===== config.mk =====
export PLATFORM = sky130hd
export DESIGN_NAME = touch_gesture_classifier_core_flat
export DESIGN_NICKNAME = d
export VERILOG_FILES = /design/src/rtl/tgc_pkg.sv /design/src/rtl/tgc_sample_if.sv /design/src/rtl/tgc_result_if.sv /design/src/rtl/tgc_cfg_if.sv /design/src/rtl/tgc_cfg_regs.sv /design/src/rtl/tgc_fsm.sv /design/src/rtl/touch_gesture_classifier_core.sv /design/src/flat_wrapper.sv
export SDC_FILE = /design/constraint.sdc
export NUM_CORES = 1
export LEC_CHECK = 0
export ABC_AREA = 1
export BUFFER_PORTS_ARGS = -buffer_cell sky130_fd_sc_hd__buf_2
export CAP_MARGIN = 20
export CORE_MARGIN = 1.5
export CORE_UTILIZATION = 50
export DETAILED_ROUTE_END_ITERATION = 12
export MAX_ROUTING_LAYER = met4
export PLACE_DENSITY = 0.73
export SETUP_SLACK_MARGIN = 0.15
export SYNTH_ARGS = -nofsm -noshare
export SYNTH_HDL_FRONTEND = slang
export SYNTH_SLANG_ARGS = --single-unit

===== constraint.sdc =====
create_clock -name clk -period 2.05 [get_ports clk]
set_input_delay 0.3075 -clock clk [delete_from_list [all_inputs] [get_ports clk]]
set_output_delay 0.3075 -clock clk [all_outputs]
set_load 0.005 [all_outputs]

===== src/rtl/tgc_pkg.sv =====
package tgc_pkg;

    // Configuration register indexes, in the order of the register map.
    localparam int CFG_IDX_W = 2;

    typedef enum logic [CFG_IDX_W-1:0] {
        REG_PRESS_THRESHOLD = 2'd0,
        REG_WINDOW_TICKS    = 2'd1,
        REG_POLL_INTERVAL   = 2'd2,
        REG_HOLDOFF_TICKS   = 2'd3
    } cfg_idx_t;

    localparam logic [3:0] WINDOW_RESET  = 4'd5;
    localparam logic [5:0] POLL_RESET    = 6'd6;
    localparam logic [3:0] HOLDOFF_RESET = 4'd2;

    // Timing registers that do not depend on the sample width.
    typedef struct packed {
        logic [3:0] window_ticks;
        logic [5:0] poll_interval;
        logic [3:0] holdoff_ticks;
    } cfg_t;

    typedef enum logic [2:0] {
        PH_IDLE        = 3'd0,
        PH_HOLDOFF     = 3'd1,
        PH_FIRST_ONLY  = 3'd2,
        PH_SECOND_ONLY = 3'd3,
        PH_FAR_EITHER  = 3'd4,
        PH_LAST        = 3'd5
    } phase_t;

    typedef enum logic [2:0] {
        G_NONE        = 3'd0,
        G_LEFT_PUSH   = 3'd1,
        G_RIGHT_PUSH  = 3'd2,
        G_LEFT_SWIPE  = 3'd3,
        G_RIGHT_SWIPE = 3'd4
    } gesture_t;

endpackage


===== src/rtl/tgc_sample_if.sv =====
interface tgc_sample_if #(
    parameter int SAMPLE_BITS = 12
);
    logic                   valid;
    logic                   ready;
    logic [3:0]             touch;
    logic [SAMPLE_BITS-1:0] pressure;

    modport source (output valid, output touch, output pressure, input ready);
    modport sink   (input valid, input touch, input pressure, output ready);
endinterface


===== src/rtl/tgc_result_if.sv =====
interface tgc_result_if;
    logic       valid;
    logic       ready;
    logic [2:0] gesture;
    logic       failed;

    modport source (output valid, output gesture, output failed, input ready);
    modport sink   (input valid, input gesture, input failed, output ready);
endinterface


===== src/rtl/tgc_cfg_if.sv =====
interface tgc_cfg_if #(
    parameter int DATA_W = 12
);
    logic              valid;
    logic              ready;
    logic [1:0]        index;
    logic [DATA_W-1:0] data;

    modport source (output valid, output index, output data, input ready);
    modport sink   (input valid, input index, input data, output ready);
endinterface


===== src/rtl/tgc_cfg_regs.sv =====
module tgc_cfg_regs
    import tgc_pkg::*;
#(
    parameter int SAMPLE_BITS = 12
) (
    input  logic                   clk,
    input  logic                   rst_n,
    tgc_cfg_if.sink                cfg,
    output logic [SAMPLE_BITS-1:0] press_threshold,
    output cfg_t                   timing
);

    // Eight percent of full scale, rounded to nearest.
    localparam int THRESH_RESET_INT = (8 * ((1 << SAMPLE_BITS) - 1) + 50) / 100;
    localparam logic [SAMPLE_BITS-1:0] THRESH_RESET = SAMPLE_BITS'(THRESH_RESET_INT);

    logic [SAMPLE_BITS-1:0] thresh_reg;
    cfg_t                   timing_reg;
    cfg_idx_t               idx;

    assign cfg.ready       = 1'b1;
    assign idx             = cfg_idx_t'(cfg.index);
    assign press_threshold = thresh_reg;
    assign timing          = timing_reg;

    always_ff @(posedge clk or negedge rst_n)
    begin
        if (!rst_n)
        begin
            thresh_reg               <= THRESH_RESET;
            timing_reg.window_ticks  <= WINDOW_RESET;
            timing_reg.poll_interval <= POLL_RESET;
            timing_reg.holdoff_ticks <= HOLDOFF_RESET;
        end
        else if (cfg.valid)
        begin
            unique case (idx)
                REG_PRESS_THRESHOLD: thresh_reg               <= cfg.data;
                REG_WINDOW_TICKS:    timing_reg.window_ticks  <= cfg.data[3:0];
                REG_POLL_INTERVAL:   timing_reg.poll_interval <= cfg.data[5:0];
                REG_HOLDOFF_TICKS:   timing_reg.holdoff_ticks <= cfg.data[3:0];
                default:             thresh_reg               <= thresh_reg;
            endcase
        end
    end

endmodule


===== src/rtl/tgc_fsm.sv =====
module tgc_fsm
    import tgc_pkg::*;
#(
    parameter int SAMPLE_BITS = 12
) (
    input  logic                   clk,
    input  logic                   rst_n,
    input  logic                   step,
    input  logic [3:0]             touch,
    input  logic [SAMPLE_BITS-1:0] pressure,
    input  logic [SAMPLE_BITS-1:0] press_threshold,
    input  cfg_t                   timing,
    output gesture_t               gesture,
    output logic                   failed
);

    phase_t     phase_reg, phase_next;
    logic       left_reg, left_next;
    logic [3:0] win_reg, win_next;
    logic [5:0] poll_reg, poll_next;
    logic [3:0] hold_reg, hold_next;

    // Pads counted from the start side of a swipe.
    function automatic logic [3:0] mirror_pads(logic [3:0] t, logic rev);
        return rev ? {t[0], t[1], t[2], t[3]} : t;
    endfunction

    always_comb
    begin
        logic       left_only;
        logic       right_only;
        logic [3:0] pads;
        logic       do_miss;
        logic       do_decide;
        logic       done;

        phase_next = phase_reg;
        left_next  = left_reg;
        win_next   = win_reg;
        poll_next  = poll_reg;
        hold_next  = hold_reg;
        gesture    = G_NONE;
        failed     = 1'b0;
        do_miss    = 1'b0;
        do_decide  = 1'b0;
        done       = 1'b0;

        left_only  = (touch[1:0] != 2'b00) && (touch[3:2] == 2'b00);
        right_only = (touch[3:2] != 2'b00) && (touch[1:0] == 2'b00);
        pads       = mirror_pads(touch, left_reg);

        unique case (phase_reg)
            PH_IDLE:
            begin
                if (poll_reg > 6'd1)
                begin
                    poll_next = poll_reg - 6'd1;
                end
                else
                begin
                    poll_next = timing.poll_interval;
                    if (pressure > press_threshold)
                    begin
                        if (left_only)
                            gesture = G_LEFT_PUSH;
                        else if (right_only)
                            gesture = G_RIGHT_PUSH;
                        else
                            failed = 1'b1;
                        do_decide = 1'b1;
                    end
                    else if (left_only || right_only)
                    begin
                        // A right-side touch swipes toward the left.
                        left_next = right_only;
                        pads      = mirror_pads(touch, right_only);
                        win_next  = timing.window_ticks;
                        if (pads[0] && pads[1])
                            phase_next = PH_FAR_EITHER;
                        else if (pads[0])
                            phase_next = PH_FIRST_ONLY;
                        else
                            phase_next = PH_SECOND_ONLY;
                    end
                end
            end
            PH_HOLDOFF:
            begin
                if (hold_reg > 4'd1)
                    hold_next = hold_reg - 4'd1;
                else
                begin
                    hold_next  = 4'd0;
                    phase_next = PH_IDLE;
                end
            end
            PH_FIRST_ONLY:
            begin
                if (pads[1])
                begin
                    phase_next = PH_FAR_EITHER;
                    win_next   = timing.window_ticks;
                end
                else if (pads[2])
                begin
                    phase_next = PH_LAST;
                    win_next   = timing.window_ticks;
                end
                else
                    do_miss = 1'b1;
            end
            PH_SECOND_ONLY:
            begin
                if (pads[2])
                begin
                    phase_next = PH_LAST;
                    win_next   = timing.window_ticks;
                end
                else
                    do_miss = 1'b1;
            end
            PH_FAR_EITHER:
            begin
                if (pads[2] || pads[3])
                    done = 1'b1;
                else
                    do_miss = 1'b1;
            end
            PH_LAST:
            begin
                if (pads[3])
                    done = 1'b1;
                else
                    do_miss = 1'b1;
            end
            default:
            begin
                phase_next = PH_IDLE;
            end
        endcase

        // A missed sample counts the window down; a used-up window fails.
        if (do_miss)
        begin
            if (win_reg <= 4'd1)
            begin
                win_next  = 4'd0;
                failed    = 1'b1;
                do_decide = 1'b1;
            end
            else
                win_next = win_reg - 4'd1;
        end

        if (done)
        begin
            gesture   = left_reg ? G_LEFT_SWIPE : G_RIGHT_SWIPE;
            do_decide = 1'b1;
        end

        if (do_decide)
        begin
            if (timing.holdoff_ticks == 4'd0)
                phase_next = PH_IDLE;
            else
            begin
                phase_next = PH_HOLDOFF;
                hold_next  = timing.holdoff_ticks;
            end
        end
    end

    always_ff @(posedge clk or negedge rst_n)
    begin
        if (!rst_n)
        begin
            phase_reg <= PH_IDLE;
            left_reg  <= 1'b0;
            win_reg   <= 4'd0;
            poll_reg  <= POLL_RESET;
            hold_reg  <= 4'd0;
        end
        else if (step)
        begin
            phase_reg <= phase_next;
            left_reg  <= left_next;
            win_reg   <= win_next;
            poll_reg  <= poll_next;
            hold_reg  <= hold_next;
        end
    end

endmodule


===== src/rtl/touch_gesture_classifier_core.sv =====
// Touch gesture classifier: turns a stream of pad/pressure samples into push
// and swipe gestures.
// The sample channel carries one tick of sensor data per transfer: four pad
// touch bits (pad 0 leftmost) and a pressure reading of SAMPLE_BITS bits.
// Every accepted sample produces exactly one transfer on the result channel,
// holding the gesture code and a failure flag; both are zero when the sample
// brings no decision.
// The configuration channel writes the threshold and timing registers by
// index; it is always ready and is meant to be used while the block is idle.
// A sample is captured in an input register; when it advances, the gesture
// state machine updates and the result register loads in the same cycle, and
// the result is then offered. The block sustains one sample per cycle while the
// result receiver is ready; one state machine step per sample sets that rate.
// When the result receiver stalls, the result register holds and the input
// register still takes one more sample; after that the sample channel drops
// ready until the result moves on. No sample or result is lost or repeated.
// Reset empties both pipeline registers, returns the state machine to idle with
// the poll counter at its reset interval, and loads the register defaults.
module touch_gesture_classifier_core
    import tgc_pkg::*;
#(
    parameter int SAMPLE_BITS = 12
) (
    input  logic          clk,
    input  logic          rst_n,
    tgc_sample_if.sink    sample,
    tgc_result_if.source  result,
    tgc_cfg_if.sink       cfg
);

    logic                   in_vld_reg;
    logic [3:0]             touch_reg;
    logic [SAMPLE_BITS-1:0] pressure_reg;

    logic                   out_vld_reg;
    logic [2:0]             gesture_reg;
    logic                   failed_reg;

    logic [SAMPLE_BITS-1:0] press_threshold;
    cfg_t                   timing;
    gesture_t               gesture_next;
    logic                   failed_next;
    logic                   advance;

    // The held sample moves into the result register whenever that register
    // is empty or its result is being transferred out in this cycle.
    assign advance      = in_vld_reg && (!out_vld_reg || result.ready);
    assign sample.ready = !in_vld_reg || advance;

    assign result.valid   = out_vld_reg;
    assign result.gesture = gesture_reg;
    assign result.failed  = failed_reg;

    tgc_cfg_regs #(
        .SAMPLE_BITS (SAMPLE_BITS)
    ) u_cfg_regs (
        .clk             (clk),
        .rst_n           (rst_n),
        .cfg             (cfg),
        .press_threshold (press_threshold),
        .timing          (timing)
    );

    tgc_fsm #(
        .SAMPLE_BITS (SAMPLE_BITS)
    ) u_fsm (
        .clk             (clk),
        .rst_n           (rst_n),
        .step            (advance),
        .touch           (touch_reg),
        .pressure        (pressure_reg),
        .press_threshold (press_threshold),
        .timing          (timing),
        .gesture         (gesture_next),
        .failed          (failed_next)
    );

    always_ff @(posedge clk or negedge rst_n)
    begin
        if (!rst_n)
        begin
            in_vld_reg  <= 1'b0;
            out_vld_reg <= 1'b0;
        end
        else
        begin
            if (sample.ready)
                in_vld_reg <= sample.valid;
            if (advance)
                out_vld_reg <= 1'b1;
            else if (result.ready)
                out_vld_reg <= 1'b0;
        end
    end

    // Payload registers carry no reset; the valid bits qualify them.
    always_ff @(posedge clk)
    begin
        if (sample.ready && sample.valid)
        begin
            touch_reg    <= sample.touch;
            pressure_reg <= sample.pressure;
        end
        if (advance)
        begin
            gesture_reg <= gesture_next;
            failed_reg  <= failed_next;
        end
    end

endmodule


===== src/flat_wrapper.sv =====
// flat-port wrapper written by rule: the top's interface ports become plain ports
module touch_gesture_classifier_core_flat import tgc_pkg::*;
#(
    parameter int SAMPLE_BITS = 12
)
  (clk, rst_n, sample_valid, sample_touch, sample_pressure, sample_ready, result_valid, result_gesture, result_failed, result_ready, cfg_valid, cfg_index, cfg_data, cfg_ready);
  tgc_sample_if #(.SAMPLE_BITS(SAMPLE_BITS)) sample_i ();
  tgc_result_if result_i ();
  tgc_cfg_if #(.DATA_W(SAMPLE_BITS)) cfg_i ();
  input  logic clk;
  input  logic rst_n;
  input wire logic [$bits(sample_i.valid)-1:0] sample_valid;
  input wire logic [$bits(sample_i.touch)-1:0] sample_touch;
  input wire logic [$bits(sample_i.pressure)-1:0] sample_pressure;
  output wire logic [$bits(sample_i.ready)-1:0] sample_ready;
  output wire logic [$bits(result_i.valid)-1:0] result_valid;
  output wire logic [$bits(result_i.gesture)-1:0] result_gesture;
  output wire logic [$bits(result_i.failed)-1:0] result_failed;
  input wire logic [$bits(result_i.ready)-1:0] result_ready;
  input wire logic [$bits(cfg_i.valid)-1:0] cfg_valid;
  input wire logic [$bits(cfg_i.index)-1:0] cfg_index;
  input wire logic [$bits(cfg_i.data)-1:0] cfg_data;
  output wire logic [$bits(cfg_i.ready)-1:0] cfg_ready;
  assign sample_i.valid = sample_valid;
  assign sample_i.touch = sample_touch;
  assign sample_i.pressure = sample_pressure;
  assign sample_ready = sample_i.ready;
  assign result_valid = result_i.valid;
  assign result_gesture = result_i.gesture;
  assign result_failed = result_i.failed;
  assign result_i.ready = result_ready;
  assign cfg_i.valid = cfg_valid;
  assign cfg_i.index = cfg_index;
  assign cfg_i.data = cfg_data;
  assign cfg_ready = cfg_i.ready;
  touch_gesture_classifier_core #(.SAMPLE_BITS(SAMPLE_BITS)) u_core (.clk(clk), .rst_n(rst_n), .sample(sample_i), .result(result_i), .cfg(cfg_i));
endmodule

[After elaboration in Yosys (flattened, before gate mapping)]
Index checks and enable logic that the tools add are counted.
Storage, ports and cells
  register bits: 66
  bits in latches: 0
  memory bits (writable): 0
  ROM bits: 0
  input port bits: 35
  output and inout bits: 7
  memories: 0
Cells by class
  add/subtract/negate cells: 3
  $mul: 0
  divide/modulo/power cells: 0
  $lt $le $gt $ge: 4
  equality and inequality tests: 16
  shift-type cells: 0
  mux-type cells: 56
  bitwise operators: 2
  reductions and logical operators: 29
Operators with widths (count)
  $mux 4: 12
  $mux 3: 11
  $mux 1: 23
  $ne 3x3->1 const B: 7
  $pmux 3 s5: 1
  $gt 12x12->1: 1
  $pmux 4 s3: 1
  $mux 2: 5
  $reduce_and 2->1: 5
  $reduce_and 5->1: 2
  $sub 4x1->4 const B: 2
  $eq 3x2->1 const B: 2
  $eq 3x3->1 const B: 2
  $gt 6x1->1 const B: 1
  $logic_not 2->1: 3
  $mux 6: 1
  $reduce_and 6->1: 1
  $reduce_bool 2->1: 3
  $sub 6x1->6 const B: 1
  $logic_and 1x1->1: 5
  $eq 2x2->1 const B: 2
  $gt 4x1->1 const B: 1
  $le 4x1->1 const B: 1
  $logic_not 4->1: 1
  other kinds (11): 16

[Depth between registers and ports, before layout]
Gate-level depths: netlist of the first run.
  depth after elaboration: 10
  mapped depth: 17

[Modules after synthesis]
Synthesis of the first run repeated with hierarchy kept, for this count alone.
Unflattened totals
  cell total of the unflattened synthesis: 456
  area, all modules: 3739.8 µm²
Modules (own cells, without submodules)
  tgc_fsm: instances 1, cells an instance 304, area an instance 1950.6 µm², seq. area each 452.9 µm²
  tgc_cfg_regs: instances 1, cells an instance 120, area an instance 1093.5 µm², seq. area each 660.6 µm²
  touch_gesture_classifier_core: instances 1, cells an instance 32, area an instance 695.7 µm², seq. area each 650.6 µm²

[Least setup slack after synthesis of the first run]
OpenSTA, ideal clock, no wires.
  kind: register -> register
  start: register u_core.u_cfg_regs.thresh_reg[8], in the netlist u_core.u_cfg_regs.press_threshold[8]
  end: register u_core.u_fsm.phase_reg[1]
  setup time: 117 ps
  arrival: 1748 ps
  setup slack: 185 ps
  stages on the path, launching flop included: 16
  cells stage by stage: dfstp_2 > inv_1 > ha_1 > nand2_1 > inv_1 > nand2_1 > nor2_1 > nand4_1 > nand2_1 > nand2_1 > nand2_1 > nand2_1 > nand2_4 > nand2_2 > nand2_1 > nand2_1
On the way
  word-level cells in the longest chain between the ends: 9
RTL lines
  start: declaration: RTL line tgc_cfg_regs.sv:17  | logic [SAMPLE_BITS-1:0] thresh_reg;
  start signal: assignment: RTL line tgc_cfg_regs.sv:38  | REG_PRESS_THRESHOLD: thresh_reg <= cfg.data;
  start signal: assignment: RTL line tgc_cfg_regs.sv:42  | default: thresh_reg <= thresh_reg;
  $gt 12x12->1 (*): RTL line tgc_fsm.sv:62  | if (pressure > press_threshold)
  $mux 1: RTL line tgc_fsm.sv:62
  $mux 1: RTL line tgc_fsm.sv:55  | if (poll_reg > 6'd1)
  $mux 1: RTL line tgc_fsm.sv:52  | unique case (phase_reg)
  $mux 1: RTL line tgc_fsm.sv:145  | if (win_reg <= 4'd1)
  $mux 1: RTL line tgc_fsm.sv:143  | if (do_miss)
  $mux 1: RTL line tgc_fsm.sv:155  | if (done)
  $ne 3x3->1 (no line) or $ne 2x1->1 (tied branches)
  $reduce_and 6->1 (no line)
  end signal: assignment: RTL line tgc_fsm.sv:185  | phase_reg <= phase_next;
  end: declaration: RTL line tgc_fsm.sv:17  | phase_t phase_reg, phase_next;
Every way passes the cells marked *; elsewhere a longest branch is shown, timed or not.
A chain may end at the register's enable or synchronous reset.

[Worst setup path after layout of the first run]
  start: register u_core.u_cfg_regs.thresh_reg[8], in the netlist u_core.u_cfg_regs.press_threshold[8]
  end: register u_core.u_fsm.phase_reg[2]
Same word-level chain as after synthesis.

==> results of run 1 <==
routing by layer:
layer	up-vias	share of wire [%]
met2	65	49
met3	10	3.6
met1	1338	46
met4	0	1.3
met5	-	0
li1	1467	-
stage by stage:
stage	cells	cell area [um^2]	TNS, ns
6_report	573	4283	0
5_1_grt	573	4283	-0.2965
4_1_cts	569	4193	0
3_5_place_dp	551	3929	-0.08867
3_3_place_gp	551	3929	0
2_1_floorplan	414	3587	0
worst max-delay path: stages, from the launching register on:
cell	delay, ns
dfstp_2	0.53
inv_2	0.04
ha_4	0.26
nand2_2	0.05
inv_2	0.06
nand2_4	0.05
nor2_4	0.11
nand4_1	0.16
nand2_1	0.14
nand2_1	0.07
nand2_2	0.10
nand2_2	0.07
nand2_4	0.08
nand2_4	0.06
nand2_2	0.06
nand2_1	0.05
logic make-up after synthesis:
logic type | Yosys count | share of synthesized area (%)
simple gates | 161 | 20.44
buf+inv | 69 | 7.639
flops | 66 | 49.18
xor+xnor | 5 | 1.221
compound gates | 91 | 14.09
fa+ha+maj | 21 | 7.325
other cells | 1 | 0.1045
worst paths after layout:
kind,to,cells past startpoint
min in group clk,u_core.touch_reg[2],1
hold / removal,u_core.u_fsm.phase_reg[0],2
setup reg to reg,u_core.u_fsm.phase_reg[2],15
setup / recovery,u_core.u_fsm.phase_reg[2],15
hold reg to reg,u_core.u_cfg_regs.press_threshold[5],2
max in group asynchronous,u_core.u_cfg_regs.press_threshold[0],2
report_power, final:
group          internal (uW)  switching [uW]  total, uW  leakage, uW
Clock                    433             521        954    0.0000826
Sequential              1690             245       1930     0.000732
Combinational            807            1230       2040      0.00124
Total                   2930            2000       4930      0.00205
synth_stat cells, drive strengths merged:
master,n,share of area (%)
a211oi,1,0.21
a21o,1,0.21
a21oi,25,3.9
buf,3,0.66
clkbuf,4,0.42
conb,1,0.10
dfrtp,36,25
dfstp,10,7.3
edfxtp,20,17
ha,21,7.3
inv,62,6.6
nand2,96,11
nand3,16,2.7
nand4,5,0.87
nor2,35,4.1
nor3,6,0.98
o211ai,5,1.0
o21a,1,0.21
o21ai,55,8.0
o22ai,3,0.52
or2,2,0.35
or4,1,0.21
xnor2,1,0.24
xor2,4,0.98
timing repair:
item	4_1_cts	5_1_grt
gates resized for setup	18	22
buffers inserted	2	4
setup endpoints to repair	12	20
pin swaps	12	8
area by class of cell:
cell class / instances / area (um^2) / share of cell area [%]
clock buffer: 9 / 123.9 / 2.892
clock inverter: 7 / 46.29 / 1.081
inverter: 62 / 235.2 / 5.492
multi-input combinational: 279 / 1680 / 39.23
sequential: 66 / 1764 / 41.19
tap: 96 / 120.1 / 2.805
timing repair buffer: 54 / 312.8 / 7.304
==> metrics.md, run 1 <==
| Metric | Value |
|---|---|
| FP Rows | 30 |
| Met2 GRT Util | 34.14% |
| Die area | 7691 um^2 |
| Worst-Skew Late Latency | 0.35 ns |
| CTS clk-pin slew, worst paths | 0.08 ns |
| Setup slack, reg-to-reg | 0.05 ns |
| Worst rel slew slack | 60.86% |
| Maximum vdd drop | 0.5232 mV |
| H-tree lvl count | 3 |
| Pwr Total | 4925 uW |
| Pre-CTS WS | -0.02837 ns |
| Total track usage | 21.61% |
| RSZ-0062 raised after global routing | true |
| Number of global-route vias before repair | 2794 |
| Synth Area per Inst | 8.665 um^2 |
| Cells after Synth | 414 |
| Num CTS Buffers | 9 |
| Max reg flops | 14 |
| Crit path max fanout | 4 |
| Max-slew violations | 0 |
| Initial core utilization | 52.22% |
| Synthesis warning total | 0 |
| Worst Path Required | 2.30 ns |
| Met1 Use GR | 27.30% |
| Max clock buf depth | 2 |
| Worst Clk Skew | 0.009638 ns |
| Setup violation total in the final timing report | 0 |
| Grt ovf | 0 |
| Synth cell types | 39 |
| CP Capture Type | register |
| Port bufs | 40 |
| PD cells | 1150 nW/um^2 |
| Core Footprint | 6869 um^2 |
| Fmax | 499.8 MHz |
| Final ANT Viol Nets | 0 |
| Startpoint types | register |
| GPL Wtd Cong | 0.8633 |
| Post-layout min period | 2.001 ns |
| Commonest non-fill, non-tap cells in the layout | 81 x nand2_1, 50 x inv_1, 44 x o21ai_0 |
| Max-cap violations | 0 |
| Cts hold-fix bufs | 0 |
| Outcome | finished clean |
| Chip Height | 87.70 um |
| RR Startpoint | u_core.u_cfg_regs.press_threshold[8] |
| Nets@finish | 528 |
| Antenna violations before repair | 0 |
| First-pass GRT wire length | 12.26 mm |
| Leakage | 0.002054 uW |
| Routed vias/inst | 5.026 |
| Residual DRC | 0 |
| Period utilization | 97.59% |
| Most common cell after layout, fill and taps aside | nand2_1 |
| Measured slew at the worst slew-check pin | 0.5871 ns |
| Root Buffer | clkbuf_8 |
| Utilization after layout | 62.35% |
| DPL Wire Length | 5.191 mm |
| Fill count | 607 |
| DRT Pass-1 Iters | 4 |
| Area growth from synthesis to layout | 19.39% |
| Setup ws final | 0.04936 ns |
| Ports | 42 |
| Routed WL | 7.314 mm |
| Antenna Cells | 0 |
| Crit path DAT | 2.25 ns |
| 1st-iter DRT viols | 123 |
| Final hold vios | 0 |
| Met3 GRT Util | 3.959% |
| Clock sink count | 66 |
| Mapped cell area | 3587 um^2 |
| Post-synthesis register bit count | 66 |
| Die Span X | 87.70 um |
| CP Launch Point | u_core.u_cfg_regs.press_threshold[8] |
| Seq/Total Area, Yosys | 49.18% |
| Gr busiest metal | met2 |
| Share of cells above drive strength 1 | 27.67% |
| Syn nets | 470 |
| Total number of vias | 2880 |
| Hold_ws | 0.04416 ns |
| Largest net degree at the start of global routing | 47 |
| CTS tree | done |
| CP Class | register to register |
| HP Class | primary input to async pin |
| Routed WL per cell | 12.76 um |
(Power assumes the default switching activity.)
==> run 2, diff against run 1 <==
- CORE_MARGIN: 1.5 -> 2
==> run 2 against run 1 <==
Compared with the run above:
- utilization increased by 0.66 points
- largest cell class unchanged
- combinational power increased by 3%
- highest routed layer unchanged
- register-to-register slack improved by 0.03 ns
- global-route usage decreased by 0.25 points
- critical path type unchanged
- routed wire length increased by 2.1%
- clock skew decreased by 0.0024 ns
- worst setup slack improved by 0.031 ns
- sequential power about the same
- critical path depth unchanged
- clock power increased by 5%
==> metrics.md, run 2 (synthesized netlist as in run 1, its figures left out) <==
| Metric | Value |
|---|---|
| Outcome | finished clean |
| Period utilization | 96.10% (-1.5 points) |
| Total track usage | 21.36% (-0.25 points) |
| Worst rel slew slack | 63.40% (+2.5 points) |
| Post-layout min period | 1.970 ns (-0.03052 ns) |
| Initial core utilization | 52.22% (unchanged) |
| Startpoint types | register |
| Chip Height | 88.70 um (+1.1%) |
| DRT Pass-1 Iters | 5 (+1) |
| Nets@finish | 530 (+0.38%) |
| Antenna Cells | 0 (unchanged) |
| Die Span X | 88.70 um (+1.1%) |
| Max clock buf depth | 2 (unchanged) |
| Logic gate share of total power | 41.9% (+0.5 points) |
| Crit path cell chain | inv_2 -> ha_4 -> nand2_2 -> inv_2 -> nand2_2 -> nor2_2 -> nand4_1 -> nand2_2 -> nand2_2 -> nand2_4 -> nand2_4 -> nand2_4 -> nand2_4 -> nand2_2 -> nand2_1 |
| DPL Wire Length | 5.312 mm (+2.3%) |
| Most common cell after layout, fill and taps aside | nand2_1 |
| Slowest cell on the critical path | dfstp_2 |
| Critical path's largest stage delay | 0.53 ns (about the same) |
| Routed WL per cell | 12.99 um (+1.7%) |
| Worst-Skew Late Latency | 0.35 ns (about the same) |
| Clk pwr share | 19.9% (+0.5 points) |
| Leakage | 0.002066 uW (+0.61%) |
| Residual DRC | 0 (unchanged) |
| Crit path max fanout | 4 (unchanged) |
| Num CTS Buffers | 9 (unchanged) |
| Routed WL | 7.467 mm (+2.1%) |
| CTS clk-pin slew, worst paths | 0.08 ns (about the same) |
| Fill count | 576 (-5.1%) |
| Setup slack, reg-to-reg | 0.08 ns (+0.03 ns) |
| Final ANT Viol Nets | 0 (unchanged) |
| Port bufs | 40 (unchanged) |
| PD cells | 1164 nW/um^2 (+1.2%) |
| Grt ovf | 0 (unchanged) |
| Commonest non-fill, non-tap cells in the layout | 81 x nand2_1, 49 x inv_1, 40 x buf_2 |
| First-pass GRT wire length | 12.36 mm (+0.84%) |
| HP Class | primary input to register |
| H-tree lvl count | 3 (unchanged) |
| Reg2reg path depth | 15 (unchanged) |
| Worst hold start | sample_pressure[7] |
| Net Sw Frac | 40.83% (+0.26 points) |
| Largest net degree at the start of global routing | 26 (-45%) |
| Clock sink count | 66 (unchanged) |
| Max-cap violations | 0 (unchanged) |
| Area growth from synthesis to layout | 20.65% |
| Setup violation total in the final timing report | 0 (unchanged) |
| Utilization after layout | 63.01% (+0.66 points) |
| Sequential power share | 38.3% (-0.9 points) |
| Final hold vios | 0 (unchanged) |
| Root Buffer | clkbuf_8 |
| RR Startpoint | u_core.u_cfg_regs.press_threshold[8] |
| Ports | 42 (unchanged) |
| Crit path DAT | 2.21 ns (-0.04 ns) |
| Antenna violations before repair | 0 (unchanged) |
| Share of cells above drive strength 1 | 28.18% (+0.51 points) |
| CP most frequent cell | nand2_2 |
| CP Capture Type | register |
| CP Class | register to register |
| Worst Clk Skew | 0.007217 ns (-0.002420 ns) |
| RSZ-0062 raised after global routing | true |
| Max-slew violations | 0 (unchanged) |
| Routed vias/inst | 4.988 (-0.76%) |
| 1st-iter DRT viols | 100 (-19%) |
| GPL Wtd Cong | 0.8791 (+1.8%) |
| Measured slew at the worst slew-check pin | 0.5449 ns (-0.04227 ns) |
| R2R Path End | u_core.u_fsm.phase_reg[0] |
| Total number of vias | 2868 (-0.42%) |
| Net load switching power | 2057 uW (+3.0%) |
| Maximum vdd drop | 0.5264 mV (+0.61%) |
| Pwr Total | 5039 uW (+2.3%) |
| Hold depth | 1 |
| CTS tree | done |
| Hold Crit Endpoint | u_core.pressure_reg[7] |
| Max reg flops | 14 (unchanged) |
| Die area | 7868 um^2 (+2.3%) |
| Fmax | 507.6 MHz (+1.5%) |
| P_int | 2982 uW (+1.9%) |
| Core Footprint | 6869 um^2 (unchanged) |
| Worst Path Required | 2.29 ns (about the same) |
| FP Rows | 30 (unchanged) |
| Number of global-route vias before repair | 2763 (-1.1%) |
| Final setup TNS | 0 ns (unchanged) |
[run 2: worst max path at each step]
| stage | to | depth (start not counted) | from | slack (ns) |
|---|---|---|---|---|
| global route | u_core.u_fsm.phase_reg[0] | 15 | u_core.u_cfg_regs.press_threshold[8] | -0.06 |
| global placement | u_core.u_fsm.phase_reg[2] | 15 | u_core.u_cfg_regs.press_threshold[8] | 0.06 |
| CTS | u_core.u_fsm.phase_reg[0] | 15 | u_core.u_cfg_regs.press_threshold[8] | 0.07 |
| detailed placement | u_core.u_fsm.phase_reg[0] | 15 | u_core.u_cfg_regs.press_threshold[8] | -0.02 |
| floorplan | u_core.u_fsm.phase_reg[1] | 15 | u_core.u_cfg_regs.press_threshold[8] | 0.18 |
| finish | u_core.u_fsm.phase_reg[0] | 15 | u_core.u_cfg_regs.press_threshold[8] | 0.08 |
[run 2: area by class of cell]
cell class	count	area (um^2)	area share (%)
well taps	96	120.1	2.775
flip-flops and latches	66	1764	40.76
clock inverters	7	53.80	1.243
multi-input cells	279	1680	38.83
clock buffers	9	123.9	2.862
repair buffers	56	350.3	8.095
inverters	62	235.2	5.435
[run 2: per-stage QoR]
stage	instances	instance area, um^2	setup slack, ns	hold WS [ns]
floorplan	414	3587	0.1848	0.01191
global placement	551	3941	0.05699	0.3189
detailed placement	551	3941	-0.02412	0.3260
CTS	570	4210	0.06903	0.1115
global route	575	4328	-0.06015	0.1017
finish	575	4328	0.07989	0.1210
[run 2: what timing repair did]
item	CTS	global route
hold endpoints to repair	18	0
hold buffers	1	0
pin swaps	11	10
resized for setup	13	39
endpoints found under the setup margin	11	21
buffers inserted	2	5
[run 2: metal layers]
metal	vias up	wire length [um]	GRT usage, %
li1	1472	-	-
met3	12	264	5.970
met2	60	3501	33.31
met4	0	120	6.887
met1	1324	3581	26.98
met5	-	0	-
[run 2: power groups by stage]
| stage | combinational [uW] | sequential, uW | clock, uW |
|---|---|---|---|
| after CTS | 1870 | 1920 | 1020 |
| after floorplan | 1400 | 1870 | 0 |
| after global placement | 1740 | 1920 | 0 |
| after detailed placement | 1790 | 1930 | 0 |
| after global routing | 2380 | 1970 | 1080 |
| final | 2110 | 1930 | 1000 |
[run 2: critical path: cells and delay by family (launching register included)]
family,cells,cell delay (ns)
flip-flops,1,0.53
adder cells (fa/ha/maj),1,0.25
AND/OR/NAND/NOR,12,0.97
buffers and inverters,2,0.08
==> run 3, diff against run 2 <==
- clock period: 2.05 -> 2.5 ns (I/O delays scaled with it)
==> run 3 against run 2 <==
Compared with the run above:
- via count shrank 1.7%
- clock skew rose by 0.0016 ns
- sequential cell count unchanged
- hold slack better by 0.078 ns
- critical endpoint is now u_core.u_fsm.phase_reg[1]
- largest power group is now registers
==> metrics.md, run 3 (synthesized netlist as in run 1, its figures left out) <==
| Metric | Value |
|---|---|
| Largest net degree at the start of global routing | 25 (-3.8%) |
| Total number of vias | 2820 (-1.7%) |
| Setup bufs post-CTS | 0 (-2) |
| Total track usage | 21.35% (about the same) |
| Routed WL per cell | 12.66 um (-2.5%) |
| Number of global-route vias before repair | 2703 (-2.2%) |
| Post-layout min period | 2.051 ns (+0.08134 ns) |
| Max-slew violations | 0 (unchanged) |
| Share of cells above drive strength 1 | 20.51% (-7.7 points) |
| Fmax | 487.5 MHz (-4.0%) |
| Fill count | 647 (+12%) |
| Root Buffer | clkbuf_8 |
| Initial core utilization | 52.22% (unchanged) |
| 1st-iter DRT viols | 161 (+61%) |
| Post-DP Area | 3899 um^2 (-1.1%) |
| Maximum vdd drop | 0.4200 mV (-20%) |
| Setup violation total in the final timing report | 0 (unchanged) |
| Final ANT Viol Nets | 0 (unchanged) |
| Worst Clk Skew | 0.008802 ns (+0.001585 ns) |
| Final hold vios | 0 (unchanged) |
| Outcome | finished clean |
| Design Area, Final | 4103 um^2 (-5.2%) |
| Grt ovf | 0 (unchanged) |
| Most common cell after layout, fill and taps aside | nand2_1 |
| Crit path DAT | 2.29 ns (+0.08 ns) |
| Residual DRC | 0 (unchanged) |
| CTS tree | done |
| Leakage | 0.002005 uW (-3.0%) |
| Final setup TNS | 0 ns (unchanged) |
| Chip Height | 88.70 um (unchanged) |
| RSZ-0062 raised after global routing | false |
| Clock sink count | 66 (unchanged) |
| Antenna Cells | 0 (unchanged) |
| Nets@finish | 519 (-2.1%) |
| Antenna violations before repair | 0 (unchanged) |
| Port bufs | 40 (unchanged) |
| Worst Path Required | 2.74 ns (+0.45 ns) |
| Fin cells | 564 (-1.9%) |
| CTS clk-pin slew, worst paths | 0.07 ns (about the same) |
| Max reg flops | 14 (unchanged) |
| Num CTS Buffers | 9 (unchanged) |
| Period utilization | 82.06% (-14 points) |
| Die Span X | 88.70 um (unchanged) |
| Inst Count DP | 547 (-0.73%) |
| PD cells | 950.9 nW/um^2 (-18%) |
| Commonest non-fill, non-tap cells in the layout | 89 x nand2_1, 55 x inv_1, 48 x o21ai_0 |
| Pre-CTS WS | 0.4419 ns (+0.4660 ns) |
| CP Capture Type | register |
| First-pass GRT wire length | 12.26 mm (-0.83%) |
| FP Rows | 30 (unchanged) |
| GPL Wtd Cong | 0.8746 (-0.51%) |
| Routed WL | 7.143 mm (-4.3%) |
| Ports | 42 (unchanged) |
| Setup ws final | 0.4485 ns (+0.3687 ns) |
| Die area | 7868 um^2 (unchanged) |
| Max clock buf depth | 2 (unchanged) |
| H-tree lvl count | 3 (unchanged) |
| DPL Wire Length | 5.393 mm (+1.5%) |
| Measured slew at the worst slew-check pin | 0.8122 ns (+0.2673 ns) |
| Area growth from synthesis to layout | 14.37% |
| HP Class | primary input to register |
| Post_cts resized | 0 (-13) |
| Startpoint types | register |
| Worst-Skew Late Latency | 0.35 ns (about the same) |
| CP Class | register to register |
| Worst rel slew slack | 45.70% (-18 points) |
| Pwr Total | 3901 uW (-23%) |
| Routed vias/inst | 5.000 (+0.24%) |
| Crit path max fanout | 4 (unchanged) |
| Setup slack, reg-to-reg | 0.45 ns (+0.37 ns) |
| DRT Pass-1 Iters | 4 (-1) |
| Core Footprint | 6869 um^2 (unchanged) |
| Max-cap violations | 0 (unchanged) |
-- run 3: cell types whose count changed in the layout (fill, tap and decap cells not counted), moves of 6 or more --
cell	previous run	this run
buf_4	11	4
o21ai_0	37	48
nand2_1	81	89
inv_1	49	55
o21ai_1	13	6
inv_2	12	6
-- run 3: stage by stage --
stage | hold WS [ns] | utilization [%]
after floorplan | 0.07941 | -
after global placement | 0.2999 | 56.76
after detailed placement | 0.3059 | 56.76
after CTS | 0.1846 | 59.73
after global routing | 0.1876 | 59.73
final | 0.1986 | 59.73
-- run 3: path summary, 6_finish.rpt --
check                                                     start                           to  cells past startpoint
min reg2reg                         u_core.u_cfg_regs.timing[4]  u_core.u_cfg_regs.timing[4]                      2
min                                          sample_pressure[1]       u_core.pressure_reg[1]                      1
max                        u_core.u_cfg_regs.press_threshold[8]    u_core.u_fsm.phase_reg[1]                     15
max in group asynchronous                                 rst_n     u_core.u_fsm.poll_reg[2]                      3
max reg2reg                u_core.u_cfg_regs.press_threshold[8]    u_core.u_fsm.phase_reg[1]                     15
min in group asynchronous                                 rst_n  u_core.u_cfg_regs.timing[4]                      2
-- run 3: routing by layer --
| layer | share of wire, % | up-vias | GRT usage [%] |
|---|---|---|---|
| li1 | - | 1453 | - |
| met1 | 45 | 1287 | 26.54 |
| met2 | 47 | 64 | 33.51 |
| met3 | 5.8 | 16 | 4.851 |
| met4 | 2.2 | 0 | 9.091 |
| met5 | 0 | - | - |
-- run 3: layout make-up --
| class | instances | area, um^2 | area share (%) |
|---|---|---|---|
| clock buffer | 9 | 123.9 | 3.019 |
| timing repair buffer | 45 | 240.2 | 5.855 |
| sequential | 66 | 1764 | 43.00 |
| multi-input combinational | 279 | 1549 | 37.76 |
| inverter | 62 | 235.2 | 5.733 |
| clock inverter | 7 | 70.07 | 1.708 |
| tap | 96 | 120.1 | 2.928 |
-- run 3: what timing repair did --
action                     in CTS  in global routing
hold endpoints to repair        9                  0
setup endpoints to repair       0                  0
hold buffers                    1                  0
-- run 3: critical path, stage by stage, from the launching register on --
cell,delay [ns]
dfstp_2,0.52
inv_1,0.05
ha_1,0.27
nand2_1,0.05
inv_1,0.04
nand2_1,0.06
nor2_1,0.14
nand4_1,0.17
nand2_1,0.13
nand2_1,0.06
nand2_1,0.10
nand2_1,0.09
nand2_4,0.08
nand2_2,0.06
nand2_1,0.06
nand2_1,0.05
-- run 3: where the power goes --
part	leakage (uW)	internal (uW)	switching, uW
registers	0.000732	1380	190
clock network	0.0000990	458	430
logic	0.00117	542	898
total	0.00200	2380	1520
